**config.mk**
```make
export PLATFORM = sky130hd
export DESIGN_NAME = gauge_needle_target_smoother_core
export DESIGN_NICKNAME = d
export VERILOG_FILES = /design/src/rtl/core/gns_pkg.sv /design/src/rtl/core/gauge_needle_target_smoother_core.sv /design/src/rtl/core/gns_scale.sv
export SDC_FILE = /design/constraint.sdc
export NUM_CORES = 1
export LEC_CHECK = 0
export ABC_CLOCK_PERIOD_IN_PS = 8910
export BUFFER_PORTS_ARGS = -buffer_cell sky130_fd_sc_hd__buf_2
export CELL_PAD_IN_SITES_DETAIL_PLACEMENT = 1
export CELL_PAD_IN_SITES_GLOBAL_PLACEMENT = 2
export CORE_MARGIN = 4
export CORE_UTILIZATION = 40
export CTS_CLUSTER_DIAMETER = 100
export DETAILED_ROUTE_END_ITERATION = 7
export PLACE_DENSITY = 0.79
export SETUP_SLACK_MARGIN = 0.5
export SYNTH_ARGS = -nofsm -noshare
export SYNTH_HDL_FRONTEND = slang
export SYNTH_SLANG_ARGS = --single-unit
```
**constraint.sdc**
```tcl
create_clock -name clk -period 8.91 [get_ports clk]
set_clock_uncertainty 0.15 [all_clocks]
set_input_delay 1.782 -clock clk [delete_from_list [all_inputs] [get_ports clk]]
set_output_delay 1.782 -clock clk [all_outputs]
set_load 0.02 [all_outputs]
```
**src/rtl/core/gns_pkg.sv**
```systemverilog
`default_nettype none

package gns_pkg;

  localparam int SPEED_W   = 16;
  localparam int STEP_W    = 16;
  localparam int FRAC_BITS = 2;
  localparam int ALPHA_SH  = 2;
  localparam int RATE_W    = 16;
  localparam int CFG_IDX_W = 3;
  localparam int CFG_DW    = 16;

  // speed in fixed point, step span and its magnitude
  localparam int V_W   = SPEED_W + FRAC_BITS;
  localparam int R_W   = STEP_W + 1;
  localparam int MAG_W = STEP_W;
  localparam int Q_W   = STEP_W;
  localparam int PROD_W = V_W + MAG_W;
  localparam int P_W    = PROD_W + 1;
  localparam int N_W    = PROD_W + 1;
  localparam int D_W    = V_W + 1;
  localparam int ITER_N = (V_W > Q_W) ? V_W : Q_W;
  localparam int CNT_W  = $clog2(ITER_N + 1);

  localparam logic signed [R_W-1:0] JUMP_LIMIT = R_W'(20);

  localparam logic [CFG_IDX_W-1:0] REG_MAX_SPEED   = CFG_IDX_W'(0);
  localparam logic [CFG_IDX_W-1:0] REG_MIN_STEP    = CFG_IDX_W'(1);
  localparam logic [CFG_IDX_W-1:0] REG_MAX_STEP    = CFG_IDX_W'(2);
  localparam logic [CFG_IDX_W-1:0] REG_NORMAL_RATE = CFG_IDX_W'(3);
  localparam logic [CFG_IDX_W-1:0] REG_FAST_RATE   = CFG_IDX_W'(4);

  localparam logic [SPEED_W-1:0] RST_MAX_SPEED   = SPEED_W'(16000);
  localparam logic [STEP_W-1:0]  RST_MIN_STEP    = STEP_W'(0);
  localparam logic [STEP_W-1:0]  RST_MAX_STEP    = STEP_W'(3780);
  localparam logic [RATE_W-1:0]  RST_NORMAL_RATE = RATE_W'(800);
  localparam logic [RATE_W-1:0]  RST_FAST_RATE   = RATE_W'(3000);

  typedef struct packed {
    logic [SPEED_W-1:0] max_speed;
    logic [STEP_W-1:0]  min_step;
    logic [STEP_W-1:0]  max_step;
  } scale_cfg_t;

  typedef struct packed {
    logic busy;
    logic done;
  } scale_stat_t;

endpackage

`default_nettype wire

```
**src/rtl/core/gauge_needle_target_smoother_core.sv**
```systemverilog
// Needle target smoother: each input beat carries a speed reading and the motor's present
// step position; one output beat returns the step target of the smoothed speed with the
// chosen step rate. One item is in flight at a time; the block takes no new input beat
// until the last item has been loaded into the output register. The speed to step mapping
// runs twice per item on a single bit-serial unit, and each run goes through a start
// step, the multiply steps, a bias step, the divide steps, a finishing step and a done
// flag. Between the two runs the smoothing update takes place in T_SMOOTH. After the
// second run T_OUT loads the output register and the block returns to idle to take the
// next beat; a full output register that waits on out_ready holds the item in T_OUT. A
// finished result waits in the output register while the next beat is taken. The user
// must write configuration through cfg_we / cfg_index / cfg_data only while the block is
// idle; the block does not enforce this. Unknown indexes are ignored.
`default_nettype none

module gauge_needle_target_smoother_core (
  input  logic                            clk,
  input  logic                            rst_n,
  input  logic                            in_valid,
  output logic                            in_ready,
  input  logic [gns_pkg::SPEED_W:0]       in_speed_reading,
  input  logic                            in_reading_invalid,
  input  logic [gns_pkg::STEP_W-1:0]      in_needle_position,
  output logic                            out_valid,
  input  logic                            out_ready,
  output logic [gns_pkg::STEP_W-1:0]      out_target_step,
  output logic [gns_pkg::RATE_W-1:0]      out_step_rate,
  output logic                            out_fast_move,
  input  logic                            cfg_we,
  input  logic [gns_pkg::CFG_IDX_W-1:0]   cfg_index,
  input  logic [gns_pkg::CFG_DW-1:0]      cfg_data
);

  localparam int SPEED_W = gns_pkg::SPEED_W;
  localparam int STEP_W  = gns_pkg::STEP_W;
  localparam int RATE_W  = gns_pkg::RATE_W;
  localparam int V_W     = gns_pkg::V_W;
  localparam int R_W     = gns_pkg::R_W;
  localparam int FRAC    = gns_pkg::FRAC_BITS;
  localparam int ASH     = gns_pkg::ALPHA_SH;

  localparam logic [2:0] T_IDLE   = 3'd0;
  localparam logic [2:0] T_RAW    = 3'd1;
  localparam logic [2:0] T_SMOOTH = 3'd2;
  localparam logic [2:0] T_TGT    = 3'd3;
  localparam logic [2:0] T_OUT    = 3'd4;

  logic [SPEED_W-1:0] max_speed_r;
  logic [STEP_W-1:0]  min_step_r;
  logic [STEP_W-1:0]  max_step_r;
  logic [RATE_W-1:0]  normal_rate_r;
  logic [RATE_W-1:0]  fast_rate_r;

  logic [2:0]         state_r, state_nxt;
  logic [SPEED_W-1:0] c_r, c_nxt;
  logic [STEP_W-1:0]  pos_r, pos_nxt;
  logic [V_W-1:0]     s_r, s_nxt;
  logic               fast_r, fast_nxt;
  logic               jump_r, jump_nxt;
  logic               start_r, start_nxt;
  logic               ovalid_r, ovalid_nxt;
  logic [STEP_W-1:0]  otgt_r, otgt_nxt;
  logic [RATE_W-1:0]  orate_r, orate_nxt;
  logic               ofast_r, ofast_nxt;

  logic               in_acc;
  logic [SPEED_W-1:0] c_in;
  logic [V_W-1:0]     c_fix;
  logic [R_W-1:0]     gap;
  logic [V_W:0]       dlt;
  logic [V_W:0]       dmag;
  logic [V_W:0]       inc;
  logic [V_W-1:0]     s_sm;
  logic               out_free;

  gns_pkg::scale_cfg_t  sc_cfg;
  gns_pkg::scale_stat_t sc_stat;
  logic [V_W-1:0]       sc_v;
  logic [STEP_W-1:0]    sc_step;

  assign sc_cfg.max_speed = max_speed_r;
  assign sc_cfg.min_step  = min_step_r;
  assign sc_cfg.max_step  = max_step_r;
  assign sc_v = (state_r == T_RAW) ? c_fix : s_r;

  gns_scale u_scale (
    .clk   (clk),
    .rst_n (rst_n),
    .start (start_r),
    .v     (sc_v),
    .cfg   (sc_cfg),
    .stat  (sc_stat),
    .step  (sc_step)
  );

  always_ff @(posedge clk) begin
    if (!rst_n) begin
      max_speed_r   <= gns_pkg::RST_MAX_SPEED;
      min_step_r    <= gns_pkg::RST_MIN_STEP;
      max_step_r    <= gns_pkg::RST_MAX_STEP;
      normal_rate_r <= gns_pkg::RST_NORMAL_RATE;
      fast_rate_r   <= gns_pkg::RST_FAST_RATE;
    end else if (cfg_we) begin
      case (cfg_index)
        gns_pkg::REG_MAX_SPEED:   max_speed_r   <= cfg_data[SPEED_W-1:0];
        gns_pkg::REG_MIN_STEP:    min_step_r    <= cfg_data[STEP_W-1:0];
        gns_pkg::REG_MAX_STEP:    max_step_r    <= cfg_data[STEP_W-1:0];
        gns_pkg::REG_NORMAL_RATE: normal_rate_r <= cfg_data[RATE_W-1:0];
        gns_pkg::REG_FAST_RATE:   fast_rate_r   <= cfg_data[RATE_W-1:0];
        default: begin
        end
      endcase
    end
  end

  always_comb begin
    in_ready = (state_r == T_IDLE);
    in_acc   = in_valid && in_ready;
    // invalid or negative reads as zero, clamp at full scale
    if (in_reading_invalid || in_speed_reading[SPEED_W]) begin
      c_in = '0;
    end else if (in_speed_reading[SPEED_W-1:0] > max_speed_r) begin
      c_in = max_speed_r;
    end else begin
      c_in = in_speed_reading[SPEED_W-1:0];
    end
    c_fix = {c_r, {FRAC{1'b0}}};
    gap   = {sc_step[STEP_W-1], sc_step} - {pos_r[STEP_W-1], pos_r};
    // quarter step toward the reading, rounded half away from zero
    dlt   = {1'b0, c_fix} - {1'b0, s_r};
    dmag  = dlt[V_W] ? (~dlt + (V_W+1)'(1)) : dlt;
    inc   = (dmag + (V_W+1)'(1 << (ASH - 1))) >> ASH;
    s_sm  = dlt[V_W] ? (s_r - inc[V_W-1:0]) : (s_r + inc[V_W-1:0]);
    out_free = !ovalid_r || out_ready;
  end

  always_comb begin
    state_nxt  = state_r;
    c_nxt      = c_r;
    pos_nxt    = pos_r;
    s_nxt      = s_r;
    fast_nxt   = fast_r;
    jump_nxt   = jump_r;
    start_nxt  = 1'b0;
    ovalid_nxt = ovalid_r && !out_ready;
    otgt_nxt   = otgt_r;
    orate_nxt  = orate_r;
    ofast_nxt  = ofast_r;
    case (state_r)
      T_IDLE: begin
        if (in_acc) begin
          c_nxt     = c_in;
          pos_nxt   = in_needle_position;
          start_nxt = 1'b1;
          state_nxt = T_RAW;
        end
      end
      T_RAW: begin
        if (sc_stat.done) begin
          fast_nxt  = ($signed(gap) > $signed(gns_pkg::JUMP_LIMIT)) ||
                      ($signed(gap) < -$signed(gns_pkg::JUMP_LIMIT));
          jump_nxt  = ($signed(gap) < -$signed(gns_pkg::JUMP_LIMIT));
          state_nxt = T_SMOOTH;
        end
      end
      T_SMOOTH: begin
        s_nxt     = jump_r ? c_fix : s_sm;
        start_nxt = 1'b1;
        state_nxt = T_TGT;
      end
      T_TGT: begin
        if (sc_stat.done) begin
          state_nxt = T_OUT;
        end
      end
      T_OUT: begin
        if (out_free) begin
          ovalid_nxt = 1'b1;
          otgt_nxt   = sc_step;
          orate_nxt  = fast_r ? fast_rate_r : normal_rate_r;
          ofast_nxt  = fast_r;
          state_nxt  = T_IDLE;
        end
      end
      default: begin
        state_nxt = T_IDLE;
      end
    endcase
  end

  always_ff @(posedge clk) begin
    if (!rst_n) begin
      state_r  <= T_IDLE;
      s_r      <= '0;
      start_r  <= 1'b0;
      ovalid_r <= 1'b0;
    end else begin
      state_r  <= state_nxt;
      s_r      <= s_nxt;
      start_r  <= start_nxt;
      ovalid_r <= ovalid_nxt;
    end
  end

  always_ff @(posedge clk) begin
    c_r     <= c_nxt;
    pos_r   <= pos_nxt;
    fast_r  <= fast_nxt;
    jump_r  <= jump_nxt;
    otgt_r  <= otgt_nxt;
    orate_r <= orate_nxt;
    ofast_r <= ofast_nxt;
  end

  assign out_valid       = ovalid_r;
  assign out_target_step = otgt_r;
  assign out_step_rate   = orate_r;
  assign out_fast_move   = ofast_r;

  a_done_in_wait: assert property (@(posedge clk) disable iff (!rst_n)
    sc_stat.done |-> (state_r == T_RAW || state_r == T_TGT))
    else $error("mapping unit finished outside a wait state");

  a_start_idle: assert property (@(posedge clk) disable iff (!rst_n)
    start_r |-> !sc_stat.busy)
    else $error("mapping unit started while busy");

  a_one_in_flight: assert property (@(posedge clk) disable iff (!rst_n)
    in_acc |=> !in_ready)
    else $error("second beat taken while an item is in flight");

  a_rate_matches: assert property (@(posedge clk) disable iff (!rst_n)
    (state_r == T_OUT && out_free) |=> (out_fast_move == $past(fast_r)))
    else $error("fast move flag lost on output load");

endmodule

`default_nettype wire

```
**src/rtl/core/gns_scale.sv**
```systemverilog
`default_nettype none

module gns_scale (
  input  logic                       clk,
  input  logic                       rst_n,
  input  logic                       start,
  input  logic [gns_pkg::V_W-1:0]    v,
  input  gns_pkg::scale_cfg_t        cfg,
  output gns_pkg::scale_stat_t       stat,
  output logic [gns_pkg::STEP_W-1:0] step
);

  localparam int V_W    = gns_pkg::V_W;
  localparam int R_W    = gns_pkg::R_W;
  localparam int MAG_W  = gns_pkg::MAG_W;
  localparam int Q_W    = gns_pkg::Q_W;
  localparam int PROD_W = gns_pkg::PROD_W;
  localparam int P_W    = gns_pkg::P_W;
  localparam int N_W    = gns_pkg::N_W;
  localparam int D_W    = gns_pkg::D_W;
  localparam int CNT_W  = gns_pkg::CNT_W;
  localparam int STEP_W = gns_pkg::STEP_W;

  localparam logic [2:0] S_IDLE = 3'd0;
  localparam logic [2:0] S_MUL  = 3'd1;
  localparam logic [2:0] S_PREP = 3'd2;
  localparam logic [2:0] S_DIV  = 3'd3;
  localparam logic [2:0] S_FIN  = 3'd4;

  logic [2:0]        state_r, state_nxt;
  logic [CNT_W-1:0]  cnt_r, cnt_nxt;
  logic [P_W-1:0]    p_r, p_nxt;
  logic [MAG_W-1:0]  mr_r, mr_nxt;
  logic              neg_r, neg_nxt;
  logic              zero_r, zero_nxt;
  logic [D_W-1:0]    rem_r, rem_nxt;
  logic [Q_W-1:0]    quo_r, quo_nxt;
  logic [STEP_W-1:0] step_r, step_nxt;
  logic              done_r, done_nxt;

  logic [V_W-1:0]    full;
  logic [V_W-1:0]    vc;
  logic [R_W-1:0]    rng;
  logic [R_W-1:0]    rabs;
  logic [MAG_W:0]    acc;
  logic [N_W-1:0]    num;
  logic [D_W-1:0]    den;
  logic [D_W:0]      trial;
  logic [D_W:0]      diff;
  logic              ge;
  logic [STEP_W:0]   sq;
  logic [STEP_W:0]   sum;

  always_comb begin
    full  = {cfg.max_speed, {gns_pkg::FRAC_BITS{1'b0}}};
    vc    = (v > full) ? full : v;
    rng   = {cfg.max_step[STEP_W-1], cfg.max_step} - {cfg.min_step[STEP_W-1], cfg.min_step};
    rabs  = rng[R_W-1] ? (~rng + R_W'(1)) : rng;
    acc   = p_r[P_W-1:V_W] + (p_r[0] ? {1'b0, mr_r} : {(MAG_W+1){1'b0}});
    num   = {p_r[PROD_W-1:0], 1'b0} + N_W'(full);
    den   = {full, 1'b0};
    trial = {rem_r, quo_r[Q_W-1]};
    diff  = trial - {1'b0, den};
    ge    = (trial >= {1'b0, den});
    sq    = neg_r ? (~{1'b0, quo_r} + (STEP_W+1)'(1)) : {1'b0, quo_r};
    sum   = {cfg.min_step[STEP_W-1], cfg.min_step} + sq;
  end

  always_comb begin
    state_nxt = state_r;
    cnt_nxt   = cnt_r;
    p_nxt     = p_r;
    mr_nxt    = mr_r;
    neg_nxt   = neg_r;
    zero_nxt  = zero_r;
    rem_nxt   = rem_r;
    quo_nxt   = quo_r;
    step_nxt  = step_r;
    done_nxt  = 1'b0;
    case (state_r)
      S_IDLE: begin
        if (start) begin
          p_nxt     = {{(MAG_W+1){1'b0}}, vc};
          mr_nxt    = rabs[MAG_W-1:0];
          neg_nxt   = rng[R_W-1];
          zero_nxt  = (cfg.max_speed == '0);
          cnt_nxt   = '0;
          state_nxt = S_MUL;
        end
      end
      S_MUL: begin
        // shift-add, one multiplier bit a cycle
        p_nxt   = {1'b0, acc, p_r[V_W-1:1]};
        cnt_nxt = cnt_r + CNT_W'(1);
        if (cnt_r == CNT_W'(V_W - 1)) begin
          state_nxt = S_PREP;
        end
      end
      S_PREP: begin
        // rounding bias, then top slice of the dividend seeds the remainder
        rem_nxt   = num[N_W-1:Q_W];
        quo_nxt   = num[Q_W-1:0];
        cnt_nxt   = '0;
        state_nxt = S_DIV;
      end
      S_DIV: begin
        // restoring division, one quotient bit a cycle
        rem_nxt = ge ? diff[D_W-1:0] : trial[D_W-1:0];
        quo_nxt = {quo_r[Q_W-2:0], ge};
        cnt_nxt = cnt_r + CNT_W'(1);
        if (cnt_r == CNT_W'(Q_W - 1)) begin
          state_nxt = S_FIN;
        end
      end
      S_FIN: begin
        step_nxt  = zero_r ? cfg.min_step : sum[STEP_W-1:0];
        done_nxt  = 1'b1;
        state_nxt = S_IDLE;
      end
      default: begin
        state_nxt = S_IDLE;
      end
    endcase
  end

  always_ff @(posedge clk) begin
    if (!rst_n) begin
      state_r <= S_IDLE;
      cnt_r   <= '0;
      done_r  <= 1'b0;
    end else begin
      state_r <= state_nxt;
      cnt_r   <= cnt_nxt;
      done_r  <= done_nxt;
    end
  end

  always_ff @(posedge clk) begin
    p_r    <= p_nxt;
    mr_r   <= mr_nxt;
    neg_r  <= neg_nxt;
    zero_r <= zero_nxt;
    rem_r  <= rem_nxt;
    quo_r  <= quo_nxt;
    step_r <= step_nxt;
  end

  assign stat.busy = (state_r != S_IDLE);
  assign stat.done = done_r;
  assign step      = step_r;

endmodule

`default_nettype wire

```
; ---- After elaboration in Yosys (flattened, before gate mapping)
; Cells that the tools add are included.
[word_totals]
ff_bits = 283
inputBits = 58
elab_cells = 129
[op_classes]
add_sub_neg = 14
magnitude_cmp = 5
eq_ne = 21
n_mux = 32
bitwise = 3
reduce_logical = 28
[ops]
columns = cell, count
row1 = 16-bit two-way mux, 6
row2 = 18-bit two-way mux, 4
row3 = 35-bit case mux with 2 select lines, 1
row4 = 19-bit two-way mux, 2
row5 = 19-bit case mux with 2 select lines, 1
row6 = 35-bit by 18-bit adder with 35-bit output, 1
row7 = 35-bit two-way mux, 1
row8 = 16-bit by 16-bit subtractor with 17-bit output, 2
row9 = "16-bit by 1-bit adder with 16-bit output, second input constant", 2
row10 = 16-bit inverter, 2
row11 = 16-bit case mux with 2 select lines, 1
row12 = 2-bit AND reduction, 11
row13 = 3-bit two-way mux, 7
row14 = 20-bit by 19-bit greater-or-equal comparator with 1-bit output, 1
row15 = "19-bit by 1-bit adder with 19-bit output, second input constant", 1
row16 = "19-bit by 2-bit adder with 19-bit output, second input constant", 1
row17 = 19-bit inverter, 1
row18 = 18-bit by 18-bit subtractor with 19-bit output, 1
row19 = 19-bit subtractor, 1
row20 = 18-bit by 17-bit adder with 18-bit output, 1
row21 = "3-bit by 2-bit == test with 1-bit output, second input constant", 6
row22 = 18-bit > comparator, 1
row23 = 18-bit by 17-bit subtractor with 18-bit output, 1
row24 = 17-bit adder, 1
row25 = other kinds (27), 46

; ---- Logic depth before layout (Yosys ltp)
; Gate-level depths: netlist of run 1.
[logic_depth]
depth_word = 8
depth_mapped = 36

; ---- By module
; From an unflattened synthesis of run 1, not the netlist that was laid out.
[unflattened]
cells_unflattened = 2442
hier_area_um2 = 21360.5
[by_module_without_submodules]
columns = mod, instances, cells_per_inst, area_each_um2, seq_area_each_um2
row1 = gauge_needle_target_smoother_core, 1, 1340, 11403.4, 4073.9
row2 = gns_scale, 1, 1102, 9957.0, 3273.1

; ---- Least setup slack after synthesis of run 1
; Ideal clock, no wire load.
[synth_path]
path_type = register to register
start = reg c_r[3]
end = reg s_r[17]
setup_ps = 74
arrival_time_ps = 7017
t_required_ps = 8686
setup_slack_ps = 1669
path_stages_with_launch = 32
path_buffers = 4
path_cell_list = edfxtp_1 -> ha_1 -> buf_4 -> or4_1 -> o21a_1 -> nand4_1 -> a21o_1 -> nand2_1 -> clkbuf_1 -> clkbuf_1 -> clkbuf_1 -> nor2_1 -> xnor2_1 -> ha_1 -> and3_1 -> nand3_1 -> o32a_1 -> o21bai_1 -> or4_1 -> a211oi_2 -> o211ai_1 -> mux2i_1 -> a21oi_1 -> a21oi_1 -> xnor2_1 -> ha_1 -> a2111oi_0 -> o31ai_1 -> or4_1 -> mux2i_1 -> mux2i_1 -> a31oi_1
[synth_via]
elab_chain_cells = 8
word_cells_on_any_way = 9
cone_classes = add/sub: 5 / mux: 3 / bitwise: 1
[synth_rtl]
columns = element, line_no
row1 = from (decl), gauge_needle_target_smoother_core.sv:54  ; logic [SPEED_W-1:0] c_r, c_nxt;
row2 = from (signal assigned), gauge_needle_target_smoother_core.sv:205  ; c_r <= c_nxt;
row3 = 18-bit by 18-bit subtractor with 19-bit output *, gauge_needle_target_smoother_core.sv:129  ; dlt = {1'b0, c_fix} - {1'b0, s_r};
row4 = 19-bit inverter, gauge_needle_target_smoother_core.sv:130  ; dmag = dlt[V_W] ? (~dlt + (V_W+1)'(1)) : dlt;
row5 = 19-bit by 1-bit adder with 19-bit output, gauge_needle_target_smoother_core.sv:130
row6 = 19-bit two-way mux, gauge_needle_target_smoother_core.sv:130
row7 = 19-bit by 2-bit adder with 19-bit output, gauge_needle_target_smoother_core.sv:131  ; inc = (dmag + (V_W+1)'(1 << (ASH - 1))) >> ASH;
row8 = 18-bit by 17-bit adder with 18-bit output / 18-bit by 17-bit subtractor with 18-bit output (equally long branches), gauge_needle_target_smoother_core.sv:132  ; s_sm = dlt[V_W] ? (s_r - inc[V_W-1:0]) : (s_r + inc[V_W-1:0]);
row9 = 18-bit two-way mux *, gauge_needle_target_smoother_core.sv:132
row10 = 18-bit two-way mux *, gauge_needle_target_smoother_core.sv:166  ; s_nxt = jump_r ? c_fix : s_sm;
row11 = to (signal assigned), gauge_needle_target_smoother_core.sv:198  ; s_r <= s_nxt;
row12 = to (decl), gauge_needle_target_smoother_core.sv:56  ; logic [V_W-1:0] s_r, s_nxt;
; Mark *: on every way between the ends. The rest lies on a longest branch, timed or not.
; A chain may end at the register's enable or synchronous reset.

; ---- Worst setup path in the final report of run 1
; Ends and elaborated chain as after synthesis.

==> results of run 1 <==
==> through the flow <==
stage          worst slack [ns]  hold slack [ns]  utilization, %  instances
2_1_floorplan              1.67            0.274               -       2328
3_3_place_gp               1.11            0.293            42.9       3021
3_5_place_dp              0.898            0.303            42.9       3021
4_1_cts                   0.830            0.317            45.2       3087
5_1_grt                   0.455            0.340            45.2       3087
6_report                   1.06            0.315            45.2       3087
==> final timing paths <==
check | from | endpoint | slack (ns) | cells past startpoint
min reg2reg | fast_rate_r[14] | fast_rate_r[14] | 0.31 | 2
min | fast_rate_r[14] | fast_rate_r[14] | 0.31 | 2
max reg2reg | c_r[3] | s_r[17] | 1.06 | 32
max | c_r[3] | s_r[17] | 1.06 | 32
==> worst reg2reg max path, delay by kind of cell, from the launching register on <==
kind / cells / cell delay [ns]
compound gates: 12 / 2.93
buf+inv: 3 / 0.44
mux: 2 / 0.26
flops: 1 / 0.42
simple gates: 8 / 1.68
xor+xnor: 3 / 0.52
fa+ha+maj: 4 / 1.38
==> layout make-up <==
| class | instances | share of cell area (%) |
|---|---|---|
| multi-input cells | 1798 | 53.8 |
| flip-flops and latches | 282 | 32.3 |
| clock buffers | 52 | 4.50 |
| well taps | 672 | 3.69 |
| inverters | 161 | 2.65 |
| repair buffers | 108 | 2.55 |
| clock inverters | 14 | 0.577 |
==> sequential cells by signal, indices dropped and copies added (netlist names), 3 cells and up <==
register and count:
normal_rate_r 16, out_target_step 16, u_scale.rem_r 19, u_scale.p_r 34, u_scale.step 16, s_r 18, out_step_rate 16, u_scale.quo_r 16
state_r 3, u_scale.cnt_r 5, pos_r 16, c_r 16, u_scale.state_r 3, max_step_r 16, min_step_r 16, u_scale.mr_r 16
fast_rate_r 16, max_speed_r 16
==> routing by layer <==
metal	global-route usage, %	routed length (µm)	part of all wire (%)
met1	30.4	29300	46
met2	39.4	30200	48
met3	2.96	1920	3.0
met4	6.57	1800	2.8
met5	0	16	0.025
==> cells in the mapped netlist, types with 19 or more instances <==
cell	number	area, µm²
a21boi_0	86	646
a21o_1	38	285
a21oi_1	144	721
and2_1	30	188
and3_1	37	231
clkbuf_1	77	289
dfxtp_1	112	2240
edfxtp_1	170	5100
ha_1	169	2110
inv_1	161	604
mux2_2	22	248
mux2i_1	68	681
nand2_1	303	1140
nand2b_1	24	150
nand3_1	63	315
nand4_1	22	138
nor2_1	158	593
nor2b_1	31	194
nor3_1	44	220
nor3b_1	19	143
o211ai_1	22	165
o21a_1	19	143
o21ai_0	134	671
xnor2_1	121	1060
xor2_1	39	342
==> kinds of logic after synthesis <==
logic type / after synthesis / synth area share [%]
XOR/XNOR: 163 / 7.08
flip-flops: 282 / 35.9
multiplexers: 90 / 4.53
buffers and inverters: 248 / 4.60
adder cells (fa/ha/maj): 176 / 11.0
AND/OR/NAND/NOR: 805 / 18.9
AO/OA/AOI/OAI: 564 / 18.0
==> report_power, final <==
group / internal, mW / leakage (nW) / switching (mW)
logic: 0.284 / 6.24 / 0.442
clock network: 0.858 / 0.551 / 0.585
registers: 1.44 / 2.51 / 0.0353
==> results.cfg, run 1 <==
[finish]
ff_latch_area_um2 = 7350
drive_gt1_share_pct = 9.23
nFillCells = 5932
area_growth_syn_to_layout_pct = 11.2
diodes = 0
layout.nets = 2621
multi_input_area_um2 = 12200
mostFrequentLayoutCells = nand2_1 (302), edfxtp_1 (170), ha_1 (169)
layout_commonest_cell = nand2_1
final_area_um2 = 22800

[detailed_routing]
num_vias = 17306
routedWlPerCell_um = 20.5
drt-pass1-iter-count = 5
ant_nets = 0
drcViolationCount = 0
vias_per_cell = 5.61
wirelength_um = 63200
drt_iter0_drc = 978

[power_and_ir_drop]
p_per_area_nw_per_um2 = 160
ir_drop_uv = 137
total_power_mw = 3.64
leakagePower_nw = 9.30

[global_routing]
overflow = 0
antenna_found_initial = 2
grt_max_degree = 81
grtUsageTotal_pct = 23.0
grt_pass1_vias = 18077
grt_pass1_wl_um = 100000

[synth]
yosys_most_used_dff = edfxtp_1
syn-cell-area_um2 = 20500
avgSynthCellArea_um2 = 8.79
synth-edff-count = 170
yosysSeqAreaShare_pct = 35.9
async_reset_ff_share_pct = 0
synth-seq-cells = 282
synth_fp_nets = 2562
yosys_warnings = 0
synth_cell_types = 91
syn_inst = 2328

[clock_tree]
clkLatencyLatePin_ns = 0.55
postCtsHoldBufs = 0
cts_max_level = 2
clock_sinks = 282
cts_tree = done
clk_pin_slew_ns = 0.06
post_cts_resized = 0
clockBufferDepth = 3
cts_made_buffers = 36
postCtsSetupBuffers = 0
cts_root_buf = clkbuf_16

[setup_path]
cp_num_buf_inv = 3
cp_top_family = compound AO/OA/AOI/OAI gates
arrival_ns = 8.16
cp_slowest_cell = or4_1
path_class = reg2reg
worstPathMaxFanout = 35
cp_slowest_stage_delay_ns = 0.53
crit_path_end_kind = flop
worst_setup_path_start_kind = flop
crit_required_ns = 9.22
cpMostUsedCell = ha_1

[placed_design]
port_buffers = 92
place_area_um2 = 21600
gp_congestion = 0.882
hpwl_um = 48600

[timing]
setup_viol = 0
fin_crit_sh_pct = 88.1
worstMarginPinSlew_ns = 1.21
fin_crit_ns = 7.85
rsz0062_at_grt = false
tns_ns = 0
fmax_ghz = 0.127
relSlewSlack_pct = 19.2
slew_viol_final = 0
hold_viol = 0

[floorplanning]
fp.dieArea_um2 = 54900
die_w_um = 234
core_um2 = 50400
die_h_um = 234
io_pins = 93
placementRows = 82
initial_utilization_pct = 40.6

[run_status]
status = completed

[hold_path]
hold_class = reg2reg

[flow_run]
max_cap_viol_count = 0
Note: power is estimated with default switching activity, not from simulation.
==> inputs of run 2 (changes only) <==
Settings changed: ABC_AREA set to 1, CORE_UTILIZATION 40 to 37, PLACE_DENSITY 0.79 to 0.78.
==> results.cfg, run 2 <==
[run_status]
status = completed

[synth]
synth-edff-count = 170
synth-seq-cells = 282
avgSynthCellArea_um2 = 7.45
yosys_warnings = 0
synth_common_cells = nand2_1 (587), inv_1 (378), o21ai_0 (256)
yosys_most_used_dff = edfxtp_1
yosysSeqAreaShare_pct = 36.2
synth.most_common_cell = nand2_1
synth_top_cell_by_area = edfxtp_1
synth_cell_types = 53
synth_fp_nets = 2959
synth_top_area_share_pct = 25.1
synth_area_leaders = edfxtp_1 (25%), dfxtp_1 (11%), nand2_1 (11%)
async_reset_ff_share_pct = 0
syn-cell-area_um2 = 20300
syn_inst = 2725

[setup_path]
path_class = reg2reg
cp_slowest_cell = ha_1
worstPathMaxFanout = 31
reg2reg_slack_ns = 2.68
worst_setup_path_start_kind = flop
r2r-start = c_r[2]
crit_path_end_kind = flop
r2r-end = s_r[16]
arrival_ns = 6.56
worstRegToRegCells = 33
cp_slowest_stage_delay_ns = 0.45
crit_required_ns = 9.24
cp_top_family = compound AO/OA/AOI/OAI gates
cp_num_buf_inv = 2
cpMostUsedCell = nand2_1

[clock_tree]
clockBufferDepth = 3
cts_max_level = 2
clk_pin_slew_ns = 0.06
clkLatencyLatePin_ns = 0.57
cts_made_buffers = 36
post_cts_resized = 0
cts_tree = done
postCtsHoldBufs = 0
cts_root_buf = clkbuf_16
postCtsSetupBuffers = 0
clock_sinks = 282

[finish]
layout_commonest_cell = nand2_1
area_growth_syn_to_layout_pct = 12.7
layout.nets = 3041
mostFrequentLayoutCells = nand2_1 (587), inv_1 (378), o21ai_0 (255)
largest_reg_flops = 34
reg_top3 = u_scale.p_r (34), u_scale.rem_r (19), s_r (18)
top_register = u_scale.p_r
final_area_um2 = 22900
drive_gt1_share_pct = 9.03
diodes = 0

[detailed_routing]
drt-pass1-iter-count = 5
num_vias = 18704
wirelength_um = 67800
routedWlPerCell_um = 19.2
vias_per_cell = 5.30
drcViolationCount = 0
drt_iter0_drc = 967
ant_nets = 0

[timing]
fin_crit_ns = 6.23
rsz0062_at_grt = false
hold_viol = 0
tns_ns = 0
setup_viol = 0
fmax_ghz = 0.161
relSlewSlack_pct = 19.2
fin_crit_sh_pct = 69.9
slew_viol_final = 0
worstMarginPinSlew_ns = 1.21

[floorplanning]
die_w_um = 242
placementRows = 85
initial_utilization_pct = 37.6
die_h_um = 242
core_um2 = 54000
fp.dieArea_um2 = 58700
io_pins = 93

[global_routing]
overflow = 0
grt_max_degree = 84
grt_pass1_wl_um = 107000
grtUsageTotal_pct = 22.7
grt_pass1_vias = 19389
antenna_found_initial = 1

[placed_design]
gp_congestion = 0.863
place_area_um2 = 21500
hpwl_um = 53400
port_buffers = 92

[hold_path]
hp-start = normal_rate_r[2]
worstHoldPathCells = 2
hold_class = reg2reg
hold_end = normal_rate_r[2]

[power_and_ir_drop]
leakagePower_nw = 10.4
ir_drop_uv = 160
p_per_area_nw_per_um2 = 393

[flow_run]
max_cap_viol_count = 0
## run 2: cell count changes after synthesis, moves of 36 or more
cell,delta
a21boi_0,-85
a21o_1,-36
a21oi_1,+84
and3_1,-36
inv_1,+217
mux2i_1,-68
nand2_1,+284
nand3_1,+63
nor2_1,+67
o21ai_0,+122
xnor2_1,-87
xor2_1,+36
## run 2: power by group
part	switching (mW)	internal (mW)
Combinational	3.59	1.69
Sequential	0.239	1.84
Clock	0.626	0.998
Total	4.45	4.53
## run 2: worst max-delay path by stage
stage / startpoint / to / slack, ns / cells after the start
after CTS: c_r[13] / s_r[17] / 2.59 / 37
after global routing: c_r[9] / s_r[17] / 1.95 / 40
after detailed placement: c_r[13] / s_r[17] / 2.62 / 37
final: c_r[2] / s_r[16] / 2.68 / 33
after floorplan: c_r[3] / s_r[16] / 4.03 / 34
after global placement: c_r[9] / s_r[17] / 2.69 / 40
## run 2: area by class of cell
cell class              count  area (µm²)
clock inverters            17         293
multi-input cells        1980       11200
inverters                 397        1490
well taps                 696         871
repair buffers            110         596
flip-flops and latches    282        7350
fillers                  6742       31200
clock buffers              49        1030
## run 2: metal layers
metal  track usage, %  vias to the layer above  routed length (µm)
met5                0                        -                   0
met4             5.34                        0                1440
met3             2.58                       74                1870
met2             39.3                      214               32500
met1             30.5                     9122               32000
li1                 -                     9294                   -
## run 2: logic make-up after synthesis
logic type      synth area share (%)
xor+xnor                        4.70
simple gates                    22.6
fa+ha+maj                       11.1
buf+inv                         8.60
compound gates                  16.8
flops                           36.2
## run 2: worst reg2reg max path: cells and delay by family (launching register included)
family	cells	cell delay (ns)
AOI/OAI and AO/OA	13	2.39
xor gates and xnor gates	1	0.18
adders and majority gates	3	1.05
buffers and inverters	2	0.34
DFF	1	0.41
and+or+nand+nor	14	1.66
## run 2: metrics by stage
| stage | worst slack, ns | instances | util, % | hold slack, ns | power (mW) |
|---|---|---|---|---|---|
| after global placement | 2.69 | 3465 | 39.9 | 0.285 | 7.25 |
| after floorplan | 4.03 | 2725 | - | 0.274 | 5.87 |
| final | 2.68 | 3531 | 42.3 | 0.305 | 8.98 |
| after global routing | 1.95 | 3531 | 42.3 | 0.329 | 9.88 |
| after CTS | 2.59 | 3531 | 42.3 | 0.301 | 9.05 |
| after detailed placement | 2.62 | 3465 | 39.9 | 0.293 | 7.38 |
